<file path="src/rtl/core/ptc_pkg.sv">
// Shared verdict codes, class flags and constants of the triple classifier.
package ptc_pkg;

  // Result codes carried in the verdict field
  typedef enum logic [1:0] {
    VERDICT_NONE      = 2'd0,
    VERDICT_TRIPLE    = 2'd1,
    VERDICT_PRIMITIVE = 2'd2,
    VERDICT_RANGE     = 2'd3
  } verdict_t;

  // Front-end classification handed to the back end with the sorted sides
  typedef struct packed {
    logic range_err;
    logic is_triple;
  } ptc_class_t;

  localparam int CLASS_BITS = $bits(ptc_class_t);

  // Response of the gcd unit
  typedef struct packed {
    logic done;
    logic coprime;
  } ptc_gcd_rsp_t;

  // Reset value of the upper limit register, truncated to the value width
  localparam logic [31:0] LIMIT_RESET = 32'd10000;

endpackage

</file>
<file path="src/rtl/core/ptc_gcd.sv">
// Iterative binary gcd unit that reports whether two nonzero values are coprime.
module ptc_gcd #(
  parameter int VALUE_BITS = 14
) (
  input  logic                     clk,
  input  logic                     rst_n,
  input  logic                     start,
  input  logic [VALUE_BITS-1:0]    x_in,
  input  logic [VALUE_BITS-1:0]    y_in,
  output ptc_pkg::ptc_gcd_rsp_t    rsp
);
  import ptc_pkg::*;

  typedef enum logic {G_IDLE, G_RUN} gcd_state_t;

  gcd_state_t            state_r;
  logic [VALUE_BITS-1:0] x_r;
  logic [VALUE_BITS-1:0] y_r;
  logic                  twos_r;
  logic                  done_r;
  logic                  coprime_r;

  // One subtract or shift step per cycle until both operands meet
  always_ff @(posedge clk) begin
    if (!rst_n) begin
      state_r <= G_IDLE;
      done_r  <= 1'b0;
    end else begin
      case (state_r)
        G_IDLE: begin
          done_r <= 1'b0;
          if (start) begin
            x_r     <= x_in;
            y_r     <= y_in;
            twos_r  <= 1'b0;
            state_r <= G_RUN;
          end
        end
        G_RUN: begin
          if (x_r == y_r) begin
            done_r    <= 1'b1;
            coprime_r <= !twos_r && (x_r == VALUE_BITS'(1));
            state_r   <= G_IDLE;
          end else if (!x_r[0] && !y_r[0]) begin
            // shared factor of two: not coprime
            x_r    <= x_r >> 1;
            y_r    <= y_r >> 1;
            twos_r <= 1'b1;
          end else if (!x_r[0]) begin
            x_r <= x_r >> 1;
          end else if (!y_r[0]) begin
            y_r <= y_r >> 1;
          end else if (x_r > y_r) begin
            x_r <= x_r - y_r;
          end else begin
            y_r <= y_r - x_r;
          end
        end
        default: state_r <= G_IDLE;
      endcase
    end
  end

  assign rsp.done    = done_r;
  assign rsp.coprime = coprime_r;

endmodule

</file>
<file path="src/rtl/core/ptc_fifo.sv">
// Small register queue between the front end and the back end.
module ptc_fifo #(
  parameter int WIDTH = 44,
  parameter int DEPTH = 2
) (
  input  logic             clk,
  input  logic             rst_n,
  input  logic             push_valid,
  output logic             push_ready,
  input  logic [WIDTH-1:0] push_data,
  output logic             pop_valid,
  input  logic             pop_ready,
  output logic [WIDTH-1:0] pop_data
);
  import ptc_pkg::*;

  localparam int AW = (DEPTH > 1) ? $clog2(DEPTH) : 1;
  localparam int CW = $clog2(DEPTH + 1);

  logic [WIDTH-1:0] mem_r [DEPTH];
  logic [AW-1:0]    wr_ptr_r;
  logic [AW-1:0]    rd_ptr_r;
  logic [CW-1:0]    count_r;
  logic             do_push;
  logic             do_pop;

  assign push_ready = (count_r != CW'(DEPTH));
  assign pop_valid  = (count_r != '0);
  assign pop_data   = mem_r[rd_ptr_r];
  assign do_push    = push_valid && push_ready;
  assign do_pop     = pop_valid && pop_ready;

  // Store an entry at the write pointer
  always_ff @(posedge clk) begin
    if (do_push) begin
      mem_r[wr_ptr_r] <= push_data;
    end
  end

  // Advance pointers and track the fill level
  always_ff @(posedge clk) begin
    if (!rst_n) begin
      wr_ptr_r <= '0;
      rd_ptr_r <= '0;
      count_r  <= '0;
    end else begin
      if (do_push) begin
        wr_ptr_r <= (wr_ptr_r == AW'(DEPTH - 1)) ? '0 : wr_ptr_r + AW'(1);
      end
      if (do_pop) begin
        rd_ptr_r <= (rd_ptr_r == AW'(DEPTH - 1)) ? '0 : rd_ptr_r + AW'(1);
      end
      if (do_push && !do_pop) begin
        count_r <= count_r + CW'(1);
      end else if (do_pop && !do_push) begin
        count_r <= count_r - CW'(1);
      end
    end
  end

endmodule

</file>
<file path="src/rtl/core/ptc_front.sv">
// Front end: accepts a beat, sorts the sides, checks range and the square sum.
module ptc_front #(
  parameter int VALUE_BITS = 14
) (
  input  logic                                           clk,
  input  logic                                           rst_n,
  input  logic                                           in_tvalid,
  output logic                                           in_tready,
  input  logic [((3*VALUE_BITS+7)/8)*8-1:0]              in_tdata,
  input  logic [VALUE_BITS-1:0]                          upper_limit,
  output logic                                           push_valid,
  input  logic                                           push_ready,
  output logic [ptc_pkg::CLASS_BITS+3*VALUE_BITS-1:0]    push_data
);
  import ptc_pkg::*;

  localparam int VB = VALUE_BITS;
  localparam int SQ = 2 * VALUE_BITS;

  typedef enum logic [1:0] {F_IDLE, F_SQR, F_CHK} front_state_t;

  front_state_t  state_r;
  logic [VB-1:0] v0, v1, v2;
  logic [VB-1:0] a1, b1, b2, c2, a3, b3;
  logic          range_ok;
  logic [VB-1:0] a_r, b_r, c_r;
  logic          range_err_r;
  logic [SQ-1:0] aa_r, bb_r, cc_r;
  logic [SQ:0]   sum_sq;
  ptc_class_t    cls;

  // Unpack the three sides
  assign v0 = in_tdata[VB-1:0];
  assign v1 = in_tdata[2*VB-1:VB];
  assign v2 = in_tdata[3*VB-1:2*VB];

  // Three compare-swap stages, largest first
  assign a1 = (v0 < v1) ? v1 : v0;
  assign b1 = (v0 < v1) ? v0 : v1;
  assign b2 = (b1 < v2) ? v2 : b1;
  assign c2 = (b1 < v2) ? b1 : v2;
  assign a3 = (a1 < b2) ? b2 : a1;
  assign b3 = (a1 < b2) ? a1 : b2;

  // Each side must lie in 1 to the upper limit
  assign range_ok = (v0 != '0) && (v1 != '0) && (v2 != '0) &&
                    (v0 <= upper_limit) && (v1 <= upper_limit) && (v2 <= upper_limit);

  // Accept, square, then hand the classified item to the queue
  always_ff @(posedge clk) begin
    if (!rst_n) begin
      state_r <= F_IDLE;
    end else begin
      case (state_r)
        F_IDLE: begin
          if (in_tvalid) begin
            a_r         <= a3;
            b_r         <= b3;
            c_r         <= c2;
            range_err_r <= !range_ok;
            state_r     <= F_SQR;
          end
        end
        F_SQR: begin
          aa_r    <= SQ'(a_r) * SQ'(a_r);
          bb_r    <= SQ'(b_r) * SQ'(b_r);
          cc_r    <= SQ'(c_r) * SQ'(c_r);
          state_r <= F_CHK;
        end
        F_CHK: begin
          if (push_ready) begin
            state_r <= F_IDLE;
          end
        end
        default: state_r <= F_IDLE;
      endcase
    end
  end

  assign sum_sq        = {1'b0, bb_r} + {1'b0, cc_r};
  assign cls.range_err = range_err_r;
  assign cls.is_triple = ({1'b0, aa_r} == sum_sq);

  assign in_tready  = (state_r == F_IDLE);
  assign push_valid = (state_r == F_CHK);
  assign push_data  = {cls, c_r, b_r, a_r};

endmodule

</file>
<file path="src/rtl/core/ptc_back.sv">
// Back end: runs the pairwise gcd checks and holds the result beat.
module ptc_back #(
  parameter int VALUE_BITS = 14
) (
  input  logic                                           clk,
  input  logic                                           rst_n,
  input  logic                                           pop_valid,
  output logic                                           pop_ready,
  input  logic [ptc_pkg::CLASS_BITS+3*VALUE_BITS-1:0]    pop_data,
  output logic                                           out_tvalid,
  input  logic                                           out_tready,
  output logic [((2+3*VALUE_BITS+7)/8)*8-1:0]            out_tdata
);
  import ptc_pkg::*;

  localparam int VB    = VALUE_BITS;
  localparam int OUT_W = ((2 + 3 * VALUE_BITS + 7) / 8) * 8;

  localparam logic [1:0] PAIR_AB = 2'd0;
  localparam logic [1:0] PAIR_BC = 2'd1;
  localparam logic [1:0] PAIR_AC = 2'd2;

  typedef enum logic [1:0] {B_IDLE, B_START, B_WAIT, B_OUT} back_state_t;

  back_state_t   state_r;
  ptc_class_t    cls_r;
  ptc_class_t    pop_cls;
  logic [VB-1:0] a_r, b_r, c_r;
  logic [1:0]    pair_r;
  logic          cop_r;
  logic [VB-1:0] gx, gy;
  ptc_gcd_rsp_t  gcd_rsp;
  verdict_t      verdict;

  assign pop_cls = pop_data[CLASS_BITS+3*VB-1:3*VB];

  // Pick the operand pair for the gcd unit
  always_comb begin
    case (pair_r)
      PAIR_AB: begin gx = a_r; gy = b_r; end
      PAIR_BC: begin gx = b_r; gy = c_r; end
      PAIR_AC: begin gx = a_r; gy = c_r; end
      default: begin gx = a_r; gy = b_r; end
    endcase
  end

  ptc_gcd #(.VALUE_BITS(VALUE_BITS)) u_gcd (
    .clk   (clk),
    .rst_n (rst_n),
    .start (state_r == B_START),
    .x_in  (gx),
    .y_in  (gy),
    .rsp   (gcd_rsp)
  );

  // Take an entry, check the three pairs if needed, hold the result
  always_ff @(posedge clk) begin
    if (!rst_n) begin
      state_r <= B_IDLE;
    end else begin
      case (state_r)
        B_IDLE: begin
          if (pop_valid) begin
            cls_r  <= pop_cls;
            a_r    <= pop_data[VB-1:0];
            b_r    <= pop_data[2*VB-1:VB];
            c_r    <= pop_data[3*VB-1:2*VB];
            cop_r  <= 1'b1;
            pair_r <= PAIR_AB;
            if (pop_cls.is_triple && !pop_cls.range_err) begin
              state_r <= B_START;
            end else begin
              state_r <= B_OUT;
            end
          end
        end
        B_START: state_r <= B_WAIT;
        B_WAIT: begin
          if (gcd_rsp.done) begin
            cop_r <= cop_r && gcd_rsp.coprime;
            if (pair_r == PAIR_AC) begin
              state_r <= B_OUT;
            end else begin
              pair_r  <= pair_r + 2'd1;
              state_r <= B_START;
            end
          end
        end
        B_OUT: begin
          if (out_tready) begin
            state_r <= B_IDLE;
          end
        end
        default: state_r <= B_IDLE;
      endcase
    end
  end

  // Form the verdict from the class flags and the coprime result
  always_comb begin
    if (cls_r.range_err) begin
      verdict = VERDICT_RANGE;
    end else if (!cls_r.is_triple) begin
      verdict = VERDICT_NONE;
    end else if (cop_r) begin
      verdict = VERDICT_PRIMITIVE;
    end else begin
      verdict = VERDICT_TRIPLE;
    end
  end

  assign pop_ready  = (state_r == B_IDLE);
  assign out_tvalid = (state_r == B_OUT);
  assign out_tdata  = OUT_W'({c_r, b_r, a_r, verdict});

endmodule

</file>
<file path="src/rtl/core/pythagorean_triple_classifier.sv">
// Top level of the Pythagorean triple classifier.
// Usage:
//   in_*  : one beat carries three candidate sides; the classifier sorts them
//           largest first, checks each against 1..upper_limit, tests whether
//           the largest square equals the sum of the other two squares, and
//           for an in-range triple runs gcd on all three pairs.
//   out_* : one beat per input beat, in order: verdict (0 none, 1 triple,
//           2 primitive, 3 out of range) and the three sorted sides.
//   cfg_* : write cfg_wr_data into upper_limit when cfg_wr_en is high; write
//           only while the block is idle.
// Path: an accepted beat goes through F_SQR and F_CHK in the front end, the
//   queue, and B_OUT in the back end; an in-range triple adds three binary
//   gcd runs, one per pair, before B_OUT.
// Throughput: the front takes a new beat once it has queued the last; the
//   back end is bound by the single shared gcd unit, one subtract or shift
//   per cycle. A two-entry queue lets the front accept while the back works.
// Reset (rst_n low, synchronous): queue empties, both ends go idle,
//   upper_limit returns to 10000.
// Stall: when out_tready is low the result is held; the queue fills and
//   in_tready then drops.
module pythagorean_triple_classifier #(
  parameter int VALUE_BITS = 14
) (
  input  logic                                    clk,
  input  logic                                    rst_n,
  input  logic                                    in_tvalid,
  output logic                                    in_tready,
  // first_value, second_value, third_value (low bits first), zero padded
  input  logic [((3*VALUE_BITS+7)/8)*8-1:0]       in_tdata,
  output logic                                    out_tvalid,
  input  logic                                    out_tready,
  // verdict, largest, middle, smallest (low bits first), zero padded
  output logic [((2+3*VALUE_BITS+7)/8)*8-1:0]     out_tdata,
  input  logic                                    cfg_wr_en,
  input  logic [VALUE_BITS-1:0]                   cfg_wr_data
);
  import ptc_pkg::*;

  localparam int ENTRY_W = CLASS_BITS + 3 * VALUE_BITS;

  logic [VALUE_BITS-1:0] upper_limit_r;
  logic                  push_valid;
  logic                  push_ready;
  logic [ENTRY_W-1:0]    push_data;
  logic                  pop_valid;
  logic                  pop_ready;
  logic [ENTRY_W-1:0]    pop_data;

  // Hold the range limit register
  always_ff @(posedge clk) begin
    if (!rst_n) begin
      upper_limit_r <= LIMIT_RESET[VALUE_BITS-1:0];
    end else if (cfg_wr_en) begin
      upper_limit_r <= cfg_wr_data;
    end
  end

  ptc_front #(.VALUE_BITS(VALUE_BITS)) u_front (
    .clk         (clk),
    .rst_n       (rst_n),
    .in_tvalid   (in_tvalid),
    .in_tready   (in_tready),
    .in_tdata    (in_tdata),
    .upper_limit (upper_limit_r),
    .push_valid  (push_valid),
    .push_ready  (push_ready),
    .push_data   (push_data)
  );

  ptc_fifo #(.WIDTH(ENTRY_W), .DEPTH(2)) u_fifo (
    .clk        (clk),
    .rst_n      (rst_n),
    .push_valid (push_valid),
    .push_ready (push_ready),
    .push_data  (push_data),
    .pop_valid  (pop_valid),
    .pop_ready  (pop_ready),
    .pop_data   (pop_data)
  );

  ptc_back #(.VALUE_BITS(VALUE_BITS)) u_back (
    .clk        (clk),
    .rst_n      (rst_n),
    .pop_valid  (pop_valid),
    .pop_ready  (pop_ready),
    .pop_data   (pop_data),
    .out_tvalid (out_tvalid),
    .out_tready (out_tready),
    .out_tdata  (out_tdata)
  );

endmodule
</file>
<file path="config.mk">
export PLATFORM = sky130hd
export DESIGN_NAME = pythagorean_triple_classifier
export DESIGN_NICKNAME = d
export VERILOG_FILES = /design/src/rtl/core/ptc_pkg.sv /design/src/rtl/core/ptc_gcd.sv /design/src/rtl/core/ptc_fifo.sv /design/src/rtl/core/ptc_front.sv /design/src/rtl/core/ptc_back.sv /design/src/rtl/core/pythagorean_triple_classifier.sv
export SDC_FILE = /design/constraint.sdc
export NUM_CORES = 2
export LEC_CHECK = 0
export ABC_AREA = 1
export BUFFER_PORTS_ARGS = -buffer_cell sky130_fd_sc_hd__buf_2
export CAP_MARGIN = 10
export CELL_PAD_IN_SITES_DETAIL_PLACEMENT = 0
export CELL_PAD_IN_SITES_GLOBAL_PLACEMENT = 1
export CORE_ASPECT_RATIO = 1.75
export CORE_MARGIN = 10
export CORE_UTILIZATION = 45
export CTS_CLUSTER_DIAMETER = 50
export CTS_CLUSTER_SIZE = 10
export DETAILED_ROUTE_END_ITERATION = 16
export GPL_TIMING_DRIVEN = 0
export PLACE_DENSITY = 0.77
export SYNTH_ARGS = -nofsm -noshare
export SYNTH_HDL_FRONTEND = slang
export SYNTH_SLANG_ARGS = --single-unit
</file>
<file path="constraint.sdc">
create_clock -name clk -period 5.75 [get_ports clk]
set_input_delay 1.15 -clock clk [delete_from_list [all_inputs] [get_ports clk]]
set_output_delay 1.15 -clock clk [all_outputs]
set_load 0.02 [all_outputs]
</file>
== Word level (Yosys, flattened, before mapping) ==
Memories as Yosys holds them, arrays and structs flattened. A register that Yosys moved wholly into a read port is not among the register bits.
Index checks and enable logic that the tools add are counted.

* Register bits after elaboration: 228
* Bits in writable memories: 88
* Word-level logic and storage cells: 173
* Memories: 1

{| class="wikitable"
|+ Memories
! name !! words !! width !! rd ports !! clocked after Yosys merged registers in !! write ports !! line !! text
|-
| u_fifo.mem_r || 2 || 44 || 1 || 1 || 1 || ptc_fifo.sv:20 || <nowiki>logic [WIDTH-1:0] mem_r [DEPTH];</nowiki>
|}

* $add $sub $neg: 8
* Multipliers: 3
* $lt $le $gt $ge: 7
* Eq/ne operators: 25
* Muxes and demuxes: 58
* Bitwise operators: 1
* Reduce and logical (&&, ||, !) cells: 42

{| class="wikitable"
|+ Operators by type and width
! kind !! count
|-
| 14-bit two-way mux || 20
|-
| 14-bit by 14-bit multiplier with 28-bit output || 3
|-
| 14-bit one-hot mux with 2 select lines || 2
|-
| 14-bit <= comparator || 3
|-
| 14-bit < comparator || 3
|-
| 14-bit nonzero test || 3
|-
| 2-bit two-way mux || 15
|-
| 28-bit by 28-bit adder with 29-bit output || 1
|-
| 28-bit by 29-bit == test with 1-bit output || 1
|-
| 14-bit subtractor || 2
|-
| 3-bit AND reduction || 5
|-
| 5-bit AND reduction || 3
|-
| 14-bit by 1-bit == test with 1-bit output (second input constant) || 1
|-
| 14-bit == test || 1
|-
| 14-bit greater-than comparator || 1
|-
| 1-bit two-way mux || 14
|-
| 2-bit inequality test (second input constant) || 7
|-
| 1-bit logical AND || 13
|-
| 4-bit AND reduction || 3
|-
| 2-bit == test (second input constant) || 4
|-
| 2-bit by 1-bit inequality test with 1-bit output (second input constant) || 4
|-
| 4-bit by 2-bit inequality test with 1-bit output (second input constant) || 2
|-
| 1-bit one-hot mux with 2 select lines || 4
|-
| 2-bit one-hot mux with 4 select lines || 1
|-
| 14 further kinds || 28
|}

== Depth between registers and ports, before layout ==
* Depth after elaboration: 7
* Depth in mapped cells: 32

== Cells and area by module ==
A second synthesis with hierarchy kept.

* Cells, all modules: 3,849
* Area, all modules: 34,688.3 µm²

{| class="wikitable"
|+ By module, submodules not included
! module !! instances !! cells an instance !! area each (µm²) !! sequential area each (µm²)
|-
| ptc_front || 1 || 2,951 || 25,009.0 || 3,763.6
|-
| ptc_fifo || 1 || 174 || 3,619.7 || 2,742.6
|-
| ptc_gcd || 1 || 516 || 3,440.8 || 940.9
|-
| ptc_back || 1 || 130 || 2,075.7 || 1,451.4
|-
| pythagorean_triple_classifier || 1 || 78 || 543.0 || 280.3
|}

== Worst setup path after synthesis ==
No wires, ideal clock.

* Path kind: input -> register
* Start: in in_tdata[27]
* End: reg u_front.b_r[12] (data pin)
* Setup time: 131 ps
* Data arrival time: 5,734 ps
* Path slack: -116 ps
* Cell stages on the path: 31
* Buffers on the path: 4
* Cells stage by stage: inv_1 > ha_1 > nand2_1 > nor2_2 > nand2_1 > nor2_2 > nand2_2 > nand2_4 > clkbuf_1 > nor2_1 > a21oi_1 > ha_1 > a21oi_1 > nor2_1 > a211oi_1 > nand2_1 > nand2_2 > nand2_4 > inv_2 > clkbuf_1 > o21ai_0 > ha_1 > nand2_1 > inv_1 > nand3_1 > a31oi_1 > a2111oi_0 > clkbuf_1 > clkbuf_1 > nand3_1 > nand2_1

* Longest elaborated chain between the ends: 6
* Elaborated cells on any way between the ends: 7

{| class="wikitable"
|+ Ends and longest elaborated chain
! what !! line !! text
|-
| start: declaration || pythagorean_triple_classifier.sv:29 || <nowiki>input logic [((3*VALUE_BITS+7)/8)*8-1:0] in_tdata,</nowiki>
|-
| 14-bit < comparator || ptc_front.sv:38, ptc_front.sv:39 ||
|-
| 14-bit two-way mux || ptc_front.sv:39 || <nowiki>assign b1 = (v0 < v1) ? v0 : v1;</nowiki>
|-
| 14-bit < comparator || ptc_front.sv:40 || <nowiki>assign b2 = (b1 < v2) ? v2 : b1;</nowiki>
|-
| 14-bit two-way mux || ptc_front.sv:40 ||
|-
| 14-bit < comparator || ptc_front.sv:43 || <nowiki>assign b3 = (a1 < b2) ? a1 : b2;</nowiki>
|-
| 14-bit two-way mux * || ptc_front.sv:43 ||
|-
| named net u_front.b3[12] || ptc_front.sv:24 || <nowiki>logic [VB-1:0] a1, b1, b2, c2, a3, b3;</nowiki>
|-
| end signal: assignment || ptc_front.sv:58 || <nowiki>b_r <= b3;</nowiki>
|-
| end: declaration || ptc_front.sv:26 || <nowiki>logic [VB-1:0] a_r, b_r, c_r;</nowiki>
|}

Mark *: on every way through the listed nets, which the timed path passes. The rest lies on a longest branch.
A chain may end at the register's enable or synchronous reset.

== Worst setup path in the final report ==
* Start: reg u_front.b_r[7]
* End: reg u_front.bb_r[26] (data pin)

* Longest elaborated chain between the ends: 1

{| class="wikitable"
|+ Ends and longest elaborated chain
! what !! line !! text
|-
| 14-bit by 14-bit multiplier with 28-bit output || ptc_front.sv:66 || <nowiki>bb_r <= SQ'(b_r) * SQ'(b_r);</nowiki>
|-
| end signal: assignment || ptc_front.sv:66 ||
|-
| end: declaration || ptc_front.sv:28 || <nowiki>logic [SQ-1:0] aa_r, bb_r, cc_r;</nowiki>
|}

Every way passes these cells.

==> impl_metrics.yaml <==
global_route:
  globalRouteMet2Util_pct: 44.4
  grt_overflow: 0
  grt_util_met1_pct: 23.0
  grt-busiest-layer: "met2"
  grt.met3_usage_pct: 3.07
  grt_pass1_wl_um: 152000
  grt_pass1_vias: 27800
  grtUsageTotal_pct: 23.2
  grt_max_degree: 38
  antenna_found_initial: 2
route:
  via_per_inst: 5.20
  drc: 0
  dr.pass1.iters: 7
  drt_iter0_markers: 1245
  routed_wl_um: 98200
  wl_per_cell_um: 20.0
  final_antenna_net_count: 0
  via_count: 25500
placed_design:
  placedCellCount: 4700
  port_buffers: 106
  placed_area_um2: 35200
  dpl.hpwl_um: 77500
  gp_congestion: 0.928
sta:
  fin_ws_ns: -0.144
  relSlewSlack_pct: 42.7
  fin_crit_sh_pct: 103
  finalClockSkew_ns: 0.0313
  hold_slack_ns: 0.448
  rsz0062_at_grt: "true"
  hold_viol_final: 0
  finalSetupViolations: 14
  fmax_ghz: 0.170
  fin_crit_ns: 5.89
  worstMarginPinSlew_ns: 0.859
  slew_viol_final: 0
worst_setup_path:
  arrival_ns: 6.28
  rrSetupSlack_ns: -0.14
  reg2reg_depth: 24
  start_kind: "flip-flop"
  timing.rr.start: "u_front.b_r[7]"
  r2r-end: "u_front.bb_r[26]"
  cp-endpoint: "u_front.bb_r[26]"
  worstSetupEndpointType: "flip-flop"
  path_class: "flip-flop to flip-flop"
  cp-startpoint: "u_front.b_r[7]"
  path_max_fanout: 5
  cp_data_required_time_ns: 6.13
logic_synthesis:
  synth_area_leaders: "edfxtp_1 26%, fa_1 21%, ha_1 15%, inv_1 9.1%, nand2_1 7.7%"
  ys_ff_latch: 314
  ys_async_sr_fraction_pct: 0
  synth_commonest_cells: "811 x inv_1, 683 x nand2_1, 408 x ha_1"
  synth_area_leader_cell: "edfxtp_1"
  ys_warn_count: 0
  syn-mean-instance-area_um2: 9.11
  yosysMostFrequentCell: "inv_1"
  ys_seq_area_share_pct: 27.6
  synth_top_area_share_pct: 26.1
  ys_types: 59
  synthCells: 3653
  synth_area_um2: 33300
  synth_ff_type: "edfxtp_1"
  synth_edf_count: 289
clocking:
  clock_latency_ns: 0.58
  cts_hold_buf: 0
  clk_path_buf_depth: 3
  tritoncts: "done"
  htree_num_levels: 2
  cts_root_buf: "clkbuf_16"
  clock_sinks: 314
  clkTransAtPathRegs_ns: 0.05
  cts_buffers: 45
final_layout:
  postLayoutCoreUtil_pct: 53.3
  nets: 4766
  area.growth.synth_to_final_pct: 17.2
  layout.cells.non_filler: 4904
  final_cell_area_um2: 39000
  drive_gt1_share_pct: 16.3
  nFillCells: 6755
floorplan:
  ioPinCount: 117
  dieArea_um2: 85700
  start_util_pct: 45.5
  die_h_um: 380
  rows: 131
  die_x_um: 226
  core-area_um2: 73100
hold_path:
  hold_path_class: "flip-flop to flip-flop"
run_status:
  outcome: "finished, violations left"
  violations: "negative setup slack"
job:
  maxCapViolations: 0
==> cells by family (layout without fill, tap and decap cells) <==
kind of cell / after synthesis / after routing / synth area share [%]
AND/OR/NAND/NOR: 952 / 952 / 11.6
buffers and inverters: 913 / 1229 / 10.4
adder cells (fa/ha/maj): 751 / 751 / 36.0
AO/OA/AOI/OAI: 503 / 503 / 8.27
flip-flops: 314 / 314 / 27.6
XOR/XNOR: 175 / 175 / 4.60
multiplexers: 44 / 44 / 1.48
other: 1 / 5 / 0.0113
==> per-layer routing <==
metal	wire length [µm]	up-vias
met5	0	-
met4	6860	0
met3	3820	279
met2	53800	611
met1	33700	12400
li1	-	12200
==> flip-flops by register name (all words and copies together) (netlist names), 2 cells and up, named ones only <==
name,flops
u_front.cc_r,27
u_back.u_gcd.x_r,14
u_front.c_r,14
u_back.u_gcd.y_r,14
u_front.state_r,2
u_back.state_r,2
u_back.a_r,14
u_front.a_r,14
u_back.cls_r,2
u_fifo.mem_r,88
u_front.bb_r,27
u_back.c_r,14
u_front.aa_r,27
u_front.b_r,14
upper_limit_r,14
u_back.pair_r,2
u_fifo.count_r,2
u_back.b_r,14
==> cell type report <==
type	instances	area, µm²	area share [%]
diodes	1	2.50	0.00642
plain buffers	94	703	1.80
clock buffers	54	1200	3.08
clock inverters	17	155	0.398
inverters	814	3060	7.84
multi-input cells	2429	21700	55.6
flip-flops and latches	314	9180	23.5
well taps	931	1160	2.99
repair buffers	250	1840	4.72
==> per-stage QoR <==
stage          worst slack, ns  TNS [ns]
2_1_floorplan         0.000346         0
3_3_place_gp             -1.76   -209.51
3_5_place_dp             -1.42    -67.51
4_1_cts                 -0.141    -0.546
5_1_grt                 -0.337     -4.30
6_report                -0.144    -0.787
==> worst max-delay path: stages (launching register included) <==
cell and delay [ns]:
edfxtp_1 0.54, buf_8 0.21, nand2_4 0.06, inv_2 0.04, fa_1 0.54, inv_2 0.04, fa_1 0.51, inv_2 0.05
fa_1 0.53, fa_2 0.46, fa_1 0.52, inv_2 0.05, fa_1 0.57, inv_2 0.05, ha_4 0.29, a21oi_2 0.05
o21a_1 0.18, o221ai_2 0.18, a21oi_4 0.06, o21ai_2 0.14, nand3_1 0.10, nand2_2 0.11, nand4_1 0.10, nand3_2 0.11
xor2_2 0.23
==> repair_timing <==
item / CTS / global route
buffers inserted: 104 / 36
pin swaps: 66 / 79
setup endpoints to repair: 80 / 53
resized for setup: 249 / 140
==> placed cells by master, fill, tap and decap left out, types with 10 or more instances in the layout <==
cell type and instances:
xor2_1 114, a21oi_2 21, buf_2 112, clkbuf_16 49, edfxtp_1 289, clkbuf_1 37
inv_2 38, o21bai_1 14, fa_1 335, mux2_2 43, clkbuf_2 18, a21oi_1 179
o21ai_0 157, buf_6 25, buf_12 12, nand2_2 35, buf_8 11, ha_4 21
buf_4 118, nand4_1 21, xnor2_1 51, nand2_4 19, dfxtp_1 25, ha_1 387
nand3_1 73, nor4_1 10, inv_1 776, o22ai_1 20, nor2_1 98, nand2_1 638
nor3_1 20, o21ai_2 22, o21ai_1 21
==> how the worst min path moves through the flow <==
| stage | from | end | slack, ns | cells after the start |
|---|---|---|---|---|
| after floorplan | u_front.range_err_r | u_fifo.mem_r[0][43] | 0.42 | 0 |
| after global placement | u_fifo.rd_ptr_r | u_fifo.rd_ptr_r | 0.44 | 1 |
| after detailed placement | u_fifo.rd_ptr_r | flip-flop | 0.44 | 1 |
| after CTS | u_fifo.rd_ptr_r | flip-flop | 0.45 | 1 |
| after global routing | u_fifo.rd_ptr_r | u_fifo.rd_ptr_r | 0.48 | 1 |
| final | u_fifo.rd_ptr_r | flip-flop | 0.45 | 1 |
Power is not shown: default switching activity piles up to over one toggle a cycle in this logic, so the estimate is an artifact.
